--- src/design/assert_macros.svh ---
// Assertion macros shared by the frequency counter RTL.
// Included by every module that carries concurrent checks; no other dependencies.
`ifndef ASSERT_MACROS_SVH
`define ASSERT_MACROS_SVH

// Same-cycle implication, checked outside reset.
`define ASSERT_IMP(label, clk, rst_n, ante, cons) \
  label: assert property (@(posedge clk) disable iff (!rst_n) (ante) |-> (cons)) \
    else $error("implication check failed");

// Next-cycle implication, checked outside reset.
`define ASSERT_NXT(label, clk, rst_n, ante, cons) \
  label: assert property (@(posedge clk) disable iff (!rst_n) (ante) |=> (cons)) \
    else $error("next-cycle check failed");

`endif

--- src/design/gfc_pkg.sv ---
// Shared constants, register codes and interface structs of the frequency counter.
// Used by gfc_window, gfc_divbcd and the top level; no dependencies.
package gfc_pkg;

  localparam int HISTORY_DEPTH = 10;
  localparam int DIGITS        = 8;

  localparam int CNT_W   = 16;
  localparam int TOL_W   = 8;
  localparam int FILL_W  = $clog2(HISTORY_DEPTH + 1);
  localparam int SUM_W   = CNT_W + $clog2(HISTORY_DEPTH);
  localparam int DIV_W   = SUM_W + 4;
  localparam int REM_W   = FILL_W + 1;
  localparam int STEP_W  = $clog2(DIV_W);
  localparam int BCD_W   = 4 * DIGITS;
  localparam int MEAN_W  = 23;
  localparam int DOUT_W  = 32;
  localparam int MASK_W  = 8;
  localparam int ADDR_W  = 3;
  localparam int DATA_W  = 32;

  localparam logic [CNT_W-1:0] GATE_TICKS_RST = 16'd1000;
  localparam logic [TOL_W-1:0] TOLERANCE_RST  = 8'd1;
  localparam logic [CNT_W-1:0] COUNT_MAX      = '1;

  // Register index codes (byte address 4 * index).
  localparam logic REG_GATE_TICKS = 1'b0;
  localparam logic REG_TOLERANCE  = 1'b1;

  // Window close request from the front end to the arithmetic back end.
  typedef struct packed {
    logic              start;
    logic [CNT_W-1:0]  reading;
    logic [FILL_W-1:0] fill;
    logic [SUM_W-1:0]  sum;
    logic              stable;
  } gfc_req_t;

  typedef struct packed {
    logic [CNT_W-1:0]  latest_count;
    logic [FILL_W-1:0] readings_held;
    logic [MEAN_W-1:0] mean_tenths;
    logic [DOUT_W-1:0] bcd_digits;
    logic [MASK_W-1:0] blank_mask;
    logic              stable;
  } gfc_res_t;

endpackage

--- src/design/gfc_window.sv ---
// Front end: edge and gate tick counters, reading history and running sum.
// Depends on gfc_pkg and assert_macros.svh.
`include "assert_macros.svh"

module gfc_window (
  input  logic                      clk,
  input  logic                      rst_n,
  input  logic                      fire,
  input  logic                      edge_seen,
  input  logic                      gate_tick,
  input  logic [gfc_pkg::CNT_W-1:0] gate_ticks,
  input  logic [gfc_pkg::TOL_W-1:0] tolerance,
  output gfc_pkg::gfc_req_t         req
);
  import gfc_pkg::*;

  logic [CNT_W-1:0]  edge_count_r, edge_count_nxt;
  logic [CNT_W-1:0]  tick_count_r, tick_count_nxt;
  logic [CNT_W-1:0]  hist_r [HISTORY_DEPTH];
  logic [FILL_W-1:0] fill_r, fill_nxt;
  logic [SUM_W-1:0]  sum_r, sum_nxt;
  logic [CNT_W-1:0]  edge_inc;
  logic [CNT_W-1:0]  tick_inc;
  logic [CNT_W-1:0]  oldest;
  logic [CNT_W-1:0]  diff;
  logic              close;

  always_comb begin
    edge_inc = (edge_seen && edge_count_r != COUNT_MAX) ? edge_count_r + 1'b1 : edge_count_r;
    tick_inc = tick_count_r + 1'b1;
    close    = fire && gate_tick && (tick_inc >= gate_ticks);

    edge_count_nxt = edge_count_r;
    tick_count_nxt = tick_count_r;
    if (fire) begin
      edge_count_nxt = close ? '0 : edge_inc;
      if (gate_tick) begin
        tick_count_nxt = close ? '0 : tick_inc;
      end
    end

    sum_nxt  = sum_r - SUM_W'(hist_r[0]) + SUM_W'(edge_inc);
    fill_nxt = (fill_r == FILL_W'(HISTORY_DEPTH)) ? fill_r : fill_r + 1'b1;

    // After the shift the oldest slot is the one that is second oldest now.
    oldest = hist_r[1];
    diff   = (oldest > edge_inc) ? oldest - edge_inc : edge_inc - oldest;

    req.start   = close;
    req.reading = edge_inc;
    req.fill    = fill_nxt;
    req.sum     = sum_nxt;
    req.stable  = (diff <= CNT_W'(tolerance));
  end

  always_ff @(posedge clk) begin
    if (!rst_n) begin
      edge_count_r <= '0;
      tick_count_r <= '0;
      fill_r       <= '0;
      sum_r        <= '0;
      for (int i = 0; i < HISTORY_DEPTH; i++) begin
        hist_r[i] <= '0;
      end
    end else begin
      edge_count_r <= edge_count_nxt;
      tick_count_r <= tick_count_nxt;
      if (close) begin
        fill_r <= fill_nxt;
        sum_r  <= sum_nxt;
        for (int i = 0; i < HISTORY_DEPTH - 1; i++) begin
          hist_r[i] <= hist_r[i + 1];
        end
        hist_r[HISTORY_DEPTH - 1] <= edge_inc;
      end
    end
  end

  `ASSERT_IMP(a_fill_bound, clk, rst_n, 1'b1, fill_r <= FILL_W'(HISTORY_DEPTH))
  `ASSERT_NXT(a_close_clears, clk, rst_n, close, edge_count_r == '0 && tick_count_r == '0)
  `ASSERT_IMP(a_close_fill, clk, rst_n, close, req.fill != '0)

endmodule

--- src/design/gfc_divbcd.sv ---
// Back end: multi-cycle mean division, binary to BCD conversion and result register.
// Depends on gfc_pkg and assert_macros.svh.
`include "assert_macros.svh"

module gfc_divbcd (
  input  logic              clk,
  input  logic              rst_n,
  input  gfc_pkg::gfc_req_t req,
  output logic              idle,
  output logic              out_valid,
  input  logic              out_ready,
  output gfc_pkg::gfc_res_t res
);
  import gfc_pkg::*;

  typedef enum logic [1:0] {ST_IDLE, ST_DIVIDE, ST_CONVERT, ST_FINISH} state_t;

  state_t            state_r, state_nxt;
  logic [DIV_W-1:0]  acc_r, acc_nxt;
  logic [REM_W-1:0]  rem_r, rem_nxt;
  logic [FILL_W-1:0] div_r, div_nxt;
  logic [BCD_W-1:0]  bcd_r, bcd_nxt;
  logic [STEP_W-1:0] step_r, step_nxt;
  logic [CNT_W-1:0]  reading_r, reading_nxt;
  logic              stable_r, stable_nxt;
  logic [MEAN_W-1:0] mean_r, mean_nxt;
  logic              out_valid_r, out_valid_nxt;
  gfc_res_t          res_r, res_nxt;

  logic [REM_W-1:0]  trial;
  logic              qbit;
  logic [BCD_W-1:0]  bcd_adj;
  logic [DIGITS-1:0] mask;
  logic              lead;
  logic              last_step;

  always_comb begin
    // Restoring divide step: one quotient bit per cycle.
    trial = {rem_r[REM_W-2:0], acc_r[DIV_W-1]};
    qbit  = (trial >= {1'b0, div_r});

    // Double-dabble correction on every digit before the shift.
    for (int i = 0; i < DIGITS; i++) begin
      bcd_adj[4*i +: 4] = (bcd_r[4*i +: 4] >= 4'd5) ? bcd_r[4*i +: 4] + 4'd3
                                                     : bcd_r[4*i +: 4];
    end

    // A digit is blanked while every digit above it, and itself, is zero.
    lead = 1'b1;
    for (int i = DIGITS - 1; i >= 0; i--) begin
      lead    = lead && (bcd_r[4*i +: 4] == 4'd0);
      mask[i] = lead;
    end

    last_step = (step_r == STEP_W'(DIV_W - 1));

    state_nxt     = state_r;
    acc_nxt       = acc_r;
    rem_nxt       = rem_r;
    div_nxt       = div_r;
    bcd_nxt       = bcd_r;
    step_nxt      = step_r;
    reading_nxt   = reading_r;
    stable_nxt    = stable_r;
    mean_nxt      = mean_r;
    out_valid_nxt = out_valid_r && !out_ready;
    res_nxt       = res_r;

    case (state_r)
      ST_IDLE: begin
        if (req.start) begin
          // Sum times ten as two shifted copies.
          acc_nxt     = DIV_W'({req.sum, 3'b000}) + DIV_W'({req.sum, 1'b0});
          rem_nxt     = '0;
          div_nxt     = req.fill;
          step_nxt    = '0;
          reading_nxt = req.reading;
          stable_nxt  = req.stable;
          state_nxt   = ST_DIVIDE;
        end
      end
      ST_DIVIDE: begin
        rem_nxt  = qbit ? trial - {1'b0, div_r} : trial;
        acc_nxt  = {acc_r[DIV_W-2:0], qbit};
        step_nxt = step_r + 1'b1;
        if (last_step) begin
          mean_nxt  = MEAN_W'(acc_nxt);
          bcd_nxt   = '0;
          step_nxt  = '0;
          state_nxt = ST_CONVERT;
        end
      end
      ST_CONVERT: begin
        bcd_nxt  = {bcd_adj[BCD_W-2:0], acc_r[DIV_W-1]};
        acc_nxt  = {acc_r[DIV_W-2:0], 1'b0};
        step_nxt = step_r + 1'b1;
        if (last_step) begin
          state_nxt = ST_FINISH;
        end
      end
      ST_FINISH: begin
        // Wait here until the result register is free or being emptied.
        if (!out_valid_r || out_ready) begin
          res_nxt.latest_count  = reading_r;
          res_nxt.readings_held = div_r;
          res_nxt.mean_tenths   = mean_r;
          res_nxt.bcd_digits    = DOUT_W'(bcd_r);
          res_nxt.blank_mask    = MASK_W'(mask);
          res_nxt.stable        = stable_r;
          out_valid_nxt         = 1'b1;
          state_nxt             = ST_IDLE;
        end
      end
      default: begin
        state_nxt = ST_IDLE;
      end
    endcase
  end

  always_ff @(posedge clk) begin
    if (!rst_n) begin
      state_r     <= ST_IDLE;
      out_valid_r <= 1'b0;
    end else begin
      state_r     <= state_nxt;
      out_valid_r <= out_valid_nxt;
    end
    acc_r     <= acc_nxt;
    rem_r     <= rem_nxt;
    div_r     <= div_nxt;
    bcd_r     <= bcd_nxt;
    step_r    <= step_nxt;
    reading_r <= reading_nxt;
    stable_r  <= stable_nxt;
    mean_r    <= mean_nxt;
    res_r     <= res_nxt;
  end

  assign idle      = (state_r == ST_IDLE);
  assign out_valid = out_valid_r;
  assign res       = res_r;

  `ASSERT_IMP(a_start_when_idle, clk, rst_n, req.start, state_r == ST_IDLE)
  `ASSERT_IMP(a_rem_below_div, clk, rst_n, state_r == ST_DIVIDE, rem_r < {1'b0, div_r})
  `ASSERT_IMP(a_divisor_nonzero, clk, rst_n, state_r == ST_DIVIDE, div_r != '0)
  `ASSERT_IMP(a_result_held, clk, rst_n, out_valid_r, res_r.readings_held != '0)

endmodule

--- src/design/gated_frequency_counter_avg.sv ---
// Gated frequency counter with a moving average. An input transfer that does not
// close a measurement window leaves the block ready. A transfer that closes a
// window holds in_ready low while the back end works. During that time one shared
// shift datapath first divides ten times the history sum by the readings held (one
// quotient bit per cycle). It then converts the mean to BCD (one bit per cycle), and
// a final state moves the result into the output register. out_valid and in_ready
// rise in the same cycle. A finished result waits in the output register without
// blocking new input transfers. If it is still waiting when the next window's
// result is ready, the block stays busy, with in_ready low, until the receiver
// takes it.
// Registers: gate_ticks at address 0, stable_tolerance at address 4.
// Depends on gfc_pkg, gfc_window and gfc_divbcd.
module gated_frequency_counter_avg (
  input  logic                        clk,
  input  logic                        rst_n,
  input  logic                        in_valid,
  output logic                        in_ready,
  input  logic                        in_edge_seen,
  input  logic                        in_gate_tick,
  output logic                        out_valid,
  input  logic                        out_ready,
  output logic [15:0]                 out_latest_count,
  output logic [3:0]                  out_readings_held,
  output logic [22:0]                 out_mean_tenths,
  output logic [31:0]                 out_bcd_digits,
  output logic [7:0]                  out_blank_mask,
  output logic                        out_stable,
  input  logic                        psel,
  input  logic                        penable,
  input  logic                        pwrite,
  input  logic [gfc_pkg::ADDR_W-1:0]  paddr,
  input  logic [gfc_pkg::DATA_W-1:0]  pwdata,
  output logic [gfc_pkg::DATA_W-1:0]  prdata,
  output logic                        pready
);
  import gfc_pkg::*;

  logic [CNT_W-1:0] gate_ticks_r;
  logic [TOL_W-1:0] tolerance_r;
  logic             reg_idx;
  logic             fire;
  logic             be_idle;
  gfc_req_t         req;
  gfc_res_t         res;

  assign reg_idx = paddr[2];
  assign pready  = 1'b1;

  always_ff @(posedge clk) begin
    if (!rst_n) begin
      gate_ticks_r <= GATE_TICKS_RST;
      tolerance_r  <= TOLERANCE_RST;
    end else if (psel && penable && pwrite) begin
      case (reg_idx)
        REG_GATE_TICKS: gate_ticks_r <= pwdata[CNT_W-1:0];
        REG_TOLERANCE:  tolerance_r  <= pwdata[TOL_W-1:0];
        default: begin
        end
      endcase
    end
  end

  always_comb begin
    case (reg_idx)
      REG_GATE_TICKS: prdata = DATA_W'(gate_ticks_r);
      REG_TOLERANCE:  prdata = DATA_W'(tolerance_r);
      default:        prdata = '0;
    endcase
  end

  assign in_ready = be_idle;
  assign fire     = in_valid && in_ready;

  gfc_window u_window (
    .clk        (clk),
    .rst_n      (rst_n),
    .fire       (fire),
    .edge_seen  (in_edge_seen),
    .gate_tick  (in_gate_tick),
    .gate_ticks (gate_ticks_r),
    .tolerance  (tolerance_r),
    .req        (req)
  );

  gfc_divbcd u_divbcd (
    .clk       (clk),
    .rst_n     (rst_n),
    .req       (req),
    .idle      (be_idle),
    .out_valid (out_valid),
    .out_ready (out_ready),
    .res       (res)
  );

  assign out_latest_count  = res.latest_count;
  assign out_readings_held = res.readings_held;
  assign out_mean_tenths   = res.mean_tenths;
  assign out_bcd_digits    = res.bcd_digits;
  assign out_blank_mask    = res.blank_mask;
  assign out_stable        = res.stable;

endmodule

--- config.mk ---
export PLATFORM = sky130hd
export DESIGN_NAME = gated_frequency_counter_avg
export DESIGN_NICKNAME = d
export VERILOG_FILES = /design/src/design/gfc_pkg.sv /design/src/design/gfc_window.sv /design/src/design/gfc_divbcd.sv /design/src/design/gated_frequency_counter_avg.sv
export VERILOG_INCLUDE_DIRS = /design/src /design/src/design
export SDC_FILE = /design/constraint.sdc
export NUM_CORES = 1
export LEC_CHECK = 0
export ABC_AREA = 1
export BUFFER_PORTS_ARGS = -buffer_cell sky130_fd_sc_hd__buf_2
export CAP_MARGIN = 20
export CORE_ASPECT_RATIO = 0.8
export CORE_MARGIN = 1.5
export CORE_UTILIZATION = 55
export DETAILED_ROUTE_END_ITERATION = 7
export PLACE_DENSITY_LB_ADDON = 0.2
export SYNTH_ARGS = -nofsm -noshare
export SYNTH_HDL_FRONTEND = slang
export SYNTH_SLANG_ARGS = --single-unit
--- constraint.sdc ---
create_clock -name clk -period 18.3 [get_ports clk]
set_clock_uncertainty 0.1 [all_clocks]
set_input_delay 2.745 -clock clk [delete_from_list [all_inputs] [get_ports clk]]
set_output_delay 2.745 -clock clk [all_outputs]
set_load 0.02 [all_outputs]
======== Word-level counts from Yosys, hierarchy flattened ========
Memories as Yosys holds them, arrays and structs flattened.
Cells that the tools add are included.
storage, ports and cells
  bits in registers ....................... 276
  bits in writable memories ............... 160
  input port bits ......................... 44
  output and inout bits ................... 119
  logic and storage cells ................. 157
  memories kept ........................... 1
operators by class
  add/subtract/negate cells ............... 18
  magnitude comparators ................... 12
  equality and inequality tests ........... 10
  multiplexer cells ....................... 44
  bitwise gates (word level) .............. 11
  reduce and logical (&&, ||, !) cells .... 39
memory list
  memory           depth  width  rd ports  clocked after Yosys merged registers in  wr ports  line              RTL
  u_window.hist_r  10     16     10        0                                        10        gfc_window.sv:19  logic [CNT_W-1:0] hist_r [HISTORY_DEPTH];
operators by type and width
  kind                                                               number
  2-to-1 mux 16 bit                                                  14
  one-hot mux 32 bit (2 select lines)                                2
  one-hot mux 24 bit (3 select lines)                                1
  2-to-1 mux 4 bit                                                   9
  adder 16 x 1 -> 16 bit, second input constant                      2
  greater-or-equal comparator 4 x 3 -> 1 bit, second input constant  8
  logical NOT 4 bit                                                  8
  2-to-1 mux 32 bit                                                  1
  subtractor 16 bit                                                  2
  adder 4 x 2 -> 4 bit, second input constant                        7
  adder 23 x 21 -> 24 bit                                            1
  2-to-1 mux 24 bit                                                  1
  adder 20 x 16 -> 20 bit                                            1
  subtractor 20 x 16 -> 20 bit                                       1
  AND reduction 2 bit                                                9
  greater-or-equal comparator 16 bit                                 1
  greater-than comparator 16 bit                                     1
  <= comparator 16 x 8 -> 1 bit                                      1
  != test 16 bit, second input constant                              1
  one-hot mux 5 bit (3 select lines)                                 1
  logical AND 1 bit                                                  14
  2-to-1 mux 5 bit                                                   2
  OR 1 bit                                                           10
  2-to-1 mux 2 bit                                                   4
  other kinds (21)                                                   32

======== Logic depth before layout (Yosys ltp) ========
Gate-level depths: netlist of the first run.
  word-level depth ........................ 8
  gate-level depth with buffers ........... 36
  depth with buffers taken out ............ 36

======== Modules after synthesis ========
From an unflattened synthesis of the first run, not the netlist that was laid out.
unflattened totals
  cells, all modules ...................... 2,318
  area, all modules ....................... 22,258.8 um^2
by module, submodules not included
  module                       instances  cells an instance  area an instance (um^2)  seq. area each (um^2)
  gfc_window                   1          1,373              12,142.9                 5,925.7
  gfc_divbcd                   1          740                8,768.4                  5,855.6
  gated_frequency_counter_avg  1          205                1,347.5                  480.5

======== Least setup slack after synthesis of the first run ========
OpenSTA, ideal clock, no wires.
  path kind ............................... input -> register
  start ................................... input port in_gate_tick
  end ..................................... memory u_window.hist_r[0][0], enable pin
  data arrival time ....................... 8,103 ps
  slack ................................... 9,510 ps
  cell stages on the path ................. 6
  path buffers ............................ 2
  path through ............................ nand3_1 -> inv_1 -> nand2_1 -> buf_2 -> nand2_1 -> clkbuf_1
RTL lines
  item             line                               RTL
  start, declared  gated_frequency_counter_avg.sv:19  input logic in_gate_tick,
  end, declared    gfc_window.sv:19

==> results.txt, run 1 <==
CP peak stage delay -> 0.54 ns
Sw frac -> 23.2%
Initial Utilization -> 56.3%
Top Ports -> 163
Max layer used -> met4
Gr ovfl total -> 0
Antenna violation net count after detailed routing -> 0
Dominant cell type by area after synthesis -> edfxtp_1
CTS Sinks -> 436
Worst vdd ir -> 82.3 uV
Total CTS buffers -> 43
Post-CTS Setup Bufs -> 0
Number of enable flip-flop cells after synthesis -> 353
Met2 Wirelength -> 19.7 mm
Met3 WL -> 1.86 mm
Unrepaired setup endpoints after global routing -> false
Mapped Cells -> 2193
Comb power frac -> 7.2%
Clock Latency Late Sink -> 0.56 ns
Max clock buf depth -> 3
CORE AREA -> 38500 sq um
Crit Path Category -> input pin to register
Simple-Gate Fraction of Synth Area -> 14.2%
Internal power -> 1.58 mW
First-pass GRT wire length -> 70.5 mm
H-tree Lvls -> 2
Synth Cell Area -> 21700 sq um
Avg Vias per Cell -> 5.08
Worst Tran Pin Value -> 1.04 ns
Asr flop ratio synth -> 0%
1st-iter DRT viols -> 886
Slew HR -> 30.1%
TritonRoute pass-1 iters -> 5
Multiplexer share of the synthesized area -> 0.0462%
Routed vias -> 14700
Area share of the largest cell type after synthesis -> 48.9%
Sequential share of power -> 52.7%
Max-slew violation count -> 0
Sequential area share after synthesis -> 56.6%
YS warnings -> 0
Critical Path Stages -> 28
Post-synthesis adder-cell area fraction -> 9.11%
Largest net degree at the start of global routing -> 97
Vias in the first global route -> 14400
Crit Path Max Fanout -> 14
FF+latch area -> 12300 sq um
Post-CTS Hold Fix Bufs -> 0
WL/cell -> 14.9 um
Port bufs -> 127
Setup Slack @ Placement -> 10.08 ns
Layout cells sized above 1 -> 10.9%
Period minus WS final -> 7.79 ns
Routed WL -> 42.9 mm
CTS tree -> yes
Die area -> 40600 sq um
Area delta synth->final -> 11.3%
Largest family of logic cells by synthesized area -> simple AND/OR/NAND/NOR gates
Worst Path Required -> 18.50 ns
Final worst path period share -> 42.6%
GPL Wtd Cong -> 0.880
Yosys reg bits -> 436
Setup violators final -> 0
Worst Hold Path Cells -> 0
Fin nets -> 2516
Worst R2R Path Depth -> 31
Xor and xnor fraction of the mapped netlist area -> 3.31%
Multi-input logic area -> 7720 sq um
Post-CTS sizing -> 0
Initial antenna violation count -> 1
CP max-delay cell -> xnor2_1
Worst Path Buf+Inv -> 4
Root buffer cell -> clkbuf_16
Delay-heaviest family, CP -> simple AND/OR/NAND/NOR gates
Final Util -> 62.6%
DPL Wire Length -> 30.3 mm
Final worst slack -> 10.51 ns
Reg clk slew, reported paths -> 0.06 ns
# DRC -> 0
Max Cap Viol -> 0
Crit. End Element -> register
Height of the die -> 181 um
Gr usage total -> 21.3%
Max Clock Freq -> 128 MHz
FILL cells -> 3158
Cell variety after synth -> 59
Top cells by area, synth -> edfxtp_1, dfxtp_1, ha_1
Count of final hold-check violations -> 0
Placement Rows -> 64
Syn Area/Cell -> 9.88 sq um
CP Launch Type -> input pin
Pwr dens -> 85.6 nW/um^2
TNS Setup -> 0 ns
Internal reg-to-reg setup slack -> 11.95 ns
Synth Flop Type -> edfxtp_1
CP Data Arrival Time -> 7.99 ns
Outcome -> completed
Chip width -> 225 um
Met1 wire length -> 20.4 mm
Leak -> 10.1 nW
Worst Hold Class -> register to register
Total power -> 2.06 mW
Synth Area in Compound Gates -> 8.52%
Psw -> 0.480 mW
Clk pwr share -> 40.1%
layer usage:
metal  vias up  global-route usage (%)
met2       281                    34.5
met1      6874                    30.3
met3        63                    3.11
li1       7436                       -
met4         0                    5.66
met5         -                       0
layout make-up:
cell class,count,area share (%)
clock inverter,23,0.778
multi-input combinational,1321,32.0
antenna,1,0.0104
timing repair buffer,141,3.07
tap,528,2.74
clock buffer,54,4.63
sequential,436,50.8
inverter,382,5.95
synth_stat cells (all sizes together), types with 2 or more instances:
cell,instances
inv,380
edfxtp,353
nand2,347
nor2,260
a21oi,165
ha,129
o21ai,118
dfxtp,83
nand3,72
xor2,62
buf,38
clkbuf,31
nor3,27
xnor2,19
fa,18
or2,13
nand4,12
o22ai,8
a211oi,6
a21o,6
a31oi,6
o21bai,5
o21a,4
a21boi,3
nand3b,3
o211ai,3
o31ai,3
clkinv,2
conb,2
nor4,2
o221a,2
stage by stage:
stage	area, sq um	std cells	hold slack, ns
final	24100	2886	0.310
after global routing	24100	2886	0.312
after CTS	24100	2885	0.306
after detailed placement	22800	2808	0.305
after global placement	22800	2808	0.300
after floorplan	21700	2208	0.300
flip-flops by register name, summed over array words and instances, names as in the netlist, 5 cells and up:
register               flops
u_divbcd.res              84
u_divbcd.mean_r           23
u_divbcd.reading_r        16
u_window.edge_count_r     16
u_window.sum_r            20
u_divbcd.acc_r            24
u_divbcd.step_r            5
u_window.hist_r          160
u_window.tick_count_r     16
gate_ticks_r              16
tolerance_r                8
u_divbcd.bcd_r            32
cells in the final DEF, fill, tap and decap left out, types with 4 or more instances in the layout:
cell and count:
o21a_1 4, clkbuf_1 11, o21ai_1 12, a31oi_1 6
edfxtp_1 353, xor2_1 61, o22ai_1 8, clkinv_2 9
nand2_4 4, a211oi_1 6, buf_2 127, or2_2 13
o21bai_1 5, clkinv_1 7, inv_1 373, o21ai_2 5
nand2_2 8, nand4_1 11, clkbuf_16 43, a21o_1 6
nor3_1 26, ha_1 129, fa_1 18, nand2_1 335
nand3_1 67, dfxtp_1 83, inv_2 7, xnor2_1 19
conb_1 17, nor2_1 256, nand3_2 5, buf_4 14
a21oi_1 162, o21ai_0 101
worst paths after layout:
check	start	end
setup / recovery	in_edge_seen	u_divbcd.stable_r
hold / removal	u_divbcd.reading_r[8]	u_divbcd.res[76]
setup reg to reg	u_window.edge_count_r[0]	u_divbcd.stable_r
hold reg to reg	u_divbcd.reading_r[8]	u_divbcd.res[76]
kinds of logic after synthesis:
logic type,after synthesis
and+or+nand+nor,738
buffers and inverters,451
DFF,436
AOI/OAI and AO/OA,337
adders and majority gates,147
xor gates and xnor gates,81
other,2
muxes,1
power by group through the flow:
stage               clock network, mW  registers [mW]  logic (mW)
floorplan                           0            1.11       0.113
global placement                    0            1.11       0.143
detailed placement                  0            1.11       0.147
CTS                             0.849            1.09       0.148
global route                    0.880            1.09       0.169
finish                          0.829            1.09       0.148
No activity file was read; power rests on OpenSTA's default activity.
==> run 2, diff against run 1 <==
- ABC_AREA: 1 -> 0
- clock period: 18.3 -> 7 ns (I/O delays scaled with it)
==> run 2 against run 1 <==
Compared with the run above: largest cell class unchanged; combinational power rose by 140%; hold slack got worse by 0.0071 ns; clock power rose to 2.8 times the previous value; largest power group unchanged; global-route usage rose by 0.057 points; first-iteration DRC count rose by 7.8%; critical endpoint is now u_divbcd.acc_r[22]; area after synthesis rose by 1.2%; sequential share of layout area fell by 0.92 points.
==> results.txt, run 2 <==
FILL cells -> 3181 (was 3158)
Most frequent cells in the layout -> edfxtp_1, nand2_1, and3_1, nor2_1, ha_1 (was inv_1, edfxtp_1, nand2_1, nor2_1, a21oi_1)
Count of final hold-check violations -> 0 (unchanged)
Port bufs -> 127 (unchanged)
TritonRoute pass-1 iters -> 5 (unchanged)
Top cells by area, synth -> edfxtp_1, dfxtp_1, ha_1 (unchanged)
Mapped Cells -> 1948 (was 2193)
Placement Rows -> 65 (was 64)
Comb power frac -> 6.5% (was 7.2%)
DPL Wire Length -> 30.1 mm (was 30.3 mm)
Routed WL -> 43.9 mm (was 42.9 mm)
Max-slew violation count -> 0 (unchanged)
Sequential area share after synthesis -> 55.9% (was 56.6%)
Top Ports -> 163 (unchanged)
WL/cell -> 16.6 um (was 14.9 um)
First-pass GRT wire length -> 70.8 mm (was 70.5 mm)
Post-synth top cells -> edfxtp_1, nand2_1, and3_1 (was inv_1, edfxtp_1, nand2_1)
Post-CTS Setup Bufs -> 0 (unchanged)
Slew HR -> 31.6% (was 30.1%)
Die area -> 41100 sq um (was 40600 sq um)
Gr ovfl total -> 0 (unchanged)
Max FFs per register -> 160 (unchanged)
CTS Sinks -> 436 (unchanged)
Worst Hold Class -> register to register (unchanged)
Commonest non-fill, non-tap cell in the layout -> edfxtp_1 (was inv_1)
Max Clock Freq -> 152 MHz
Largest Register -> u_window.hist_r (unchanged)
Total CTS buffers -> 44 (was 43)
Avg Vias per Cell -> 5.48 (was 5.08)
Synth Cell Area -> 21900 sq um (was 21700 sq um)
# DRC -> 0 (unchanged)
Cell variety after synth -> 74 (was 59)
H-tree Lvls -> 2 (unchanged)
CP Data Arrival Time -> 6.89 ns (was 7.99 ns)
GPL Wtd Cong -> 0.880 (about the same)
Max clock buf depth -> 3 (unchanged)
Outcome -> completed (unchanged)
Crit Path Category -> register to register (was input pin to register)
Clock Latency Late Sink -> 0.57 ns (was 0.56 ns)
Initial antenna violation count -> 1 (unchanged)
Number of enable flip-flop cells after synthesis -> 353 (unchanged)
CTS tree -> yes (unchanged)
Leak -> 10.0 nW (was 10.1 nW)
Gr usage total -> 21.4% (was 21.3%)
Dominant cell type by area after synthesis -> edfxtp_1 (unchanged)
Initial Utilization -> 55.7% (was 56.3%)
Routed vias -> 14500 (was 14700)
Root buffer cell -> clkbuf_16 (unchanged)
Syn Area/Cell -> 11.3 sq um (was 9.88 sq um)
Largest net degree at the start of global routing -> 105 (was 97)
Sw frac -> 22.2% (was 23.2%)
Worst Tran Pin Value -> 1.03 ns (was 1.04 ns)
Synth Flop Type -> edfxtp_1 (unchanged)
Yosys reg bits -> 436 (unchanged)
Period minus WS final -> 6.58 ns
Area share of the largest cell type after synthesis -> 48.3% (was 48.9%)
Internal power -> 4.31 mW (was 1.58 mW)
TNS Setup -> 0 ns (unchanged)
Height of the die -> 182 um (was 181 um)
Total power -> 5.54 mW (was 2.06 mW)
Crit. End Element -> register (unchanged)
Psw -> 1.23 mW (was 0.480 mW)
Asr flop ratio synth -> 0% (unchanged)
Layout cells sized above 1 -> 11.7% (was 10.9%)
Setup violators final -> 0 (unchanged)
YS warnings -> 0 (unchanged)
Unrepaired setup endpoints after global routing -> false (unchanged)
Area delta synth->final -> 12.1% (was 11.3%)
Fin nets -> 2259 (was 2516)
Pwr dens -> 225 nW/um^2 (was 85.6 nW/um^2)
Final worst path period share -> 93.9%
Most frequent cell after synthesis -> edfxtp_1 (was inv_1)
Reg clk slew, reported paths -> 0.06 ns (about the same)
Crit Path Max Fanout -> 6 (was 14)
Antenna violation net count after detailed routing -> 0 (unchanged)
CORE AREA -> 39400 sq um (was 38500 sq um)
CP Launch Type -> register (was input pin)
Vias in the first global route -> 13700 (was 14400)
Worst Path Required -> 7.31 ns (was 18.50 ns)
Chip width -> 226 um (was 225 um)
Worst vdd ir -> 172 uV (was 82.3 uV)
1st-iter DRT viols -> 955 (was 886)
Sequential share of power -> 51.2% (was 52.7%)
Max Cap Viol -> 0 (unchanged)
Clk pwr share -> 42.2% (was 40.1%)
[run 2: cell families after synthesis]
| group | count (synthesis) | share of synthesized area [%] |
|---|---|---|
| simple gates | 670 | 15.5 |
| flops | 436 | 55.9 |
| compound gates | 342 | 10.2 |
| buf+inv | 229 | 4.34 |
| fa+ha+maj | 147 | 9.00 |
| xor+xnor | 111 | 4.50 |
| mux | 11 | 0.514 |
| other cells | 2 | 0.0342 |
[run 2: area by class of cell]
| type | count | area, sq um | share of cell area (%) |
|---|---|---|---|
| multi-input cells | 1298 | 8810 | 35.9 |
| diodes | 1 | 2.50 | 0.0102 |
| well taps | 536 | 671 | 2.73 |
| inverters | 128 | 483 | 1.97 |
| repair buffers | 160 | 906 | 3.69 |
| clock buffers | 59 | 1180 | 4.79 |
| flip-flops and latches | 436 | 12300 | 49.9 |
| clock inverters | 22 | 256 | 1.04 |
[run 2: per-stage QoR]
step | setup slack (ns) | utilization [%] | instances | hold WS (ns) | instance area [sq um]
after floorplan | 0.958 | - | 1963 | 0.300 | 22000
after global placement | 0.458 | 58.7 | 2557 | 0.301 | 23100
after global routing | 0.0147 | 62.4 | 2639 | 0.313 | 24600
after detailed placement | 0.356 | 58.7 | 2558 | 0.305 | 23100
final | 0.424 | 62.4 | 2640 | 0.303 | 24600
after CTS | 0.359 | 62.4 | 2639 | 0.299 | 24600
[run 2: power groups by stage]
| stage | registers, mW | logic (mW) | clock network [mW] |
|---|---|---|---|
| after floorplan | 2.89 | 0.275 | 0 |
| after global placement | 2.89 | 0.350 | 0 |
| after detailed placement | 2.89 | 0.357 | 0 |
| after CTS | 2.84 | 0.359 | 2.39 |
| after global routing | 2.84 | 0.404 | 2.49 |
| final | 2.84 | 0.361 | 2.34 |
[run 2: timing repair]
item                                    CTS  global route
hold buffers                              0             0
gates resized for setup                   0             1
endpoints found under the setup margin    0             4
[run 2: critical path, stage by stage (launching register included)]
cell       delay (ns)
dfxtp_1          0.41
ha_1             0.26
nand4_2          0.20
o41ai_4          0.42
nor2_1           0.12
and3_1           0.28
nand3_1          0.17
xor2_1           0.27
inv_1            0.15
fa_1             0.46
ha_1             0.40
a21oi_1          0.25
o21ai_0          0.18
a21o_1           0.21
a21oi_1          0.17
xnor2_1          0.21
ha_1             0.33
and3_1           0.23
a31oi_1          0.17
o211ai_1         0.16
a31oi_1          0.29
o21ai_0          0.21
a2111oi_0        0.55
o211ai_1         0.14
o211ai_1         0.11
[run 2: routing by layer]
metal | track usage (%) | part of all wire, %
met1 | 31.7 | 48
met2 | 33.0 | 45
met3 | 3.38 | 5.0
met4 | 5.25 | 1.9
met5 | 0 | 0
[run 2: worst paths after layout]
kind	from	to	slack, ns	cells past startpoint
min	u_divbcd.reading_r[0]	u_divbcd.res[68]	0.30	0
max reg2reg	u_window.edge_count_r[0]	u_divbcd.acc_r[22]	0.42	24
min reg2reg	u_divbcd.reading_r[0]	u_divbcd.res[68]	0.30	0
max	u_window.edge_count_r[0]	u_divbcd.acc_r[22]	0.42	24
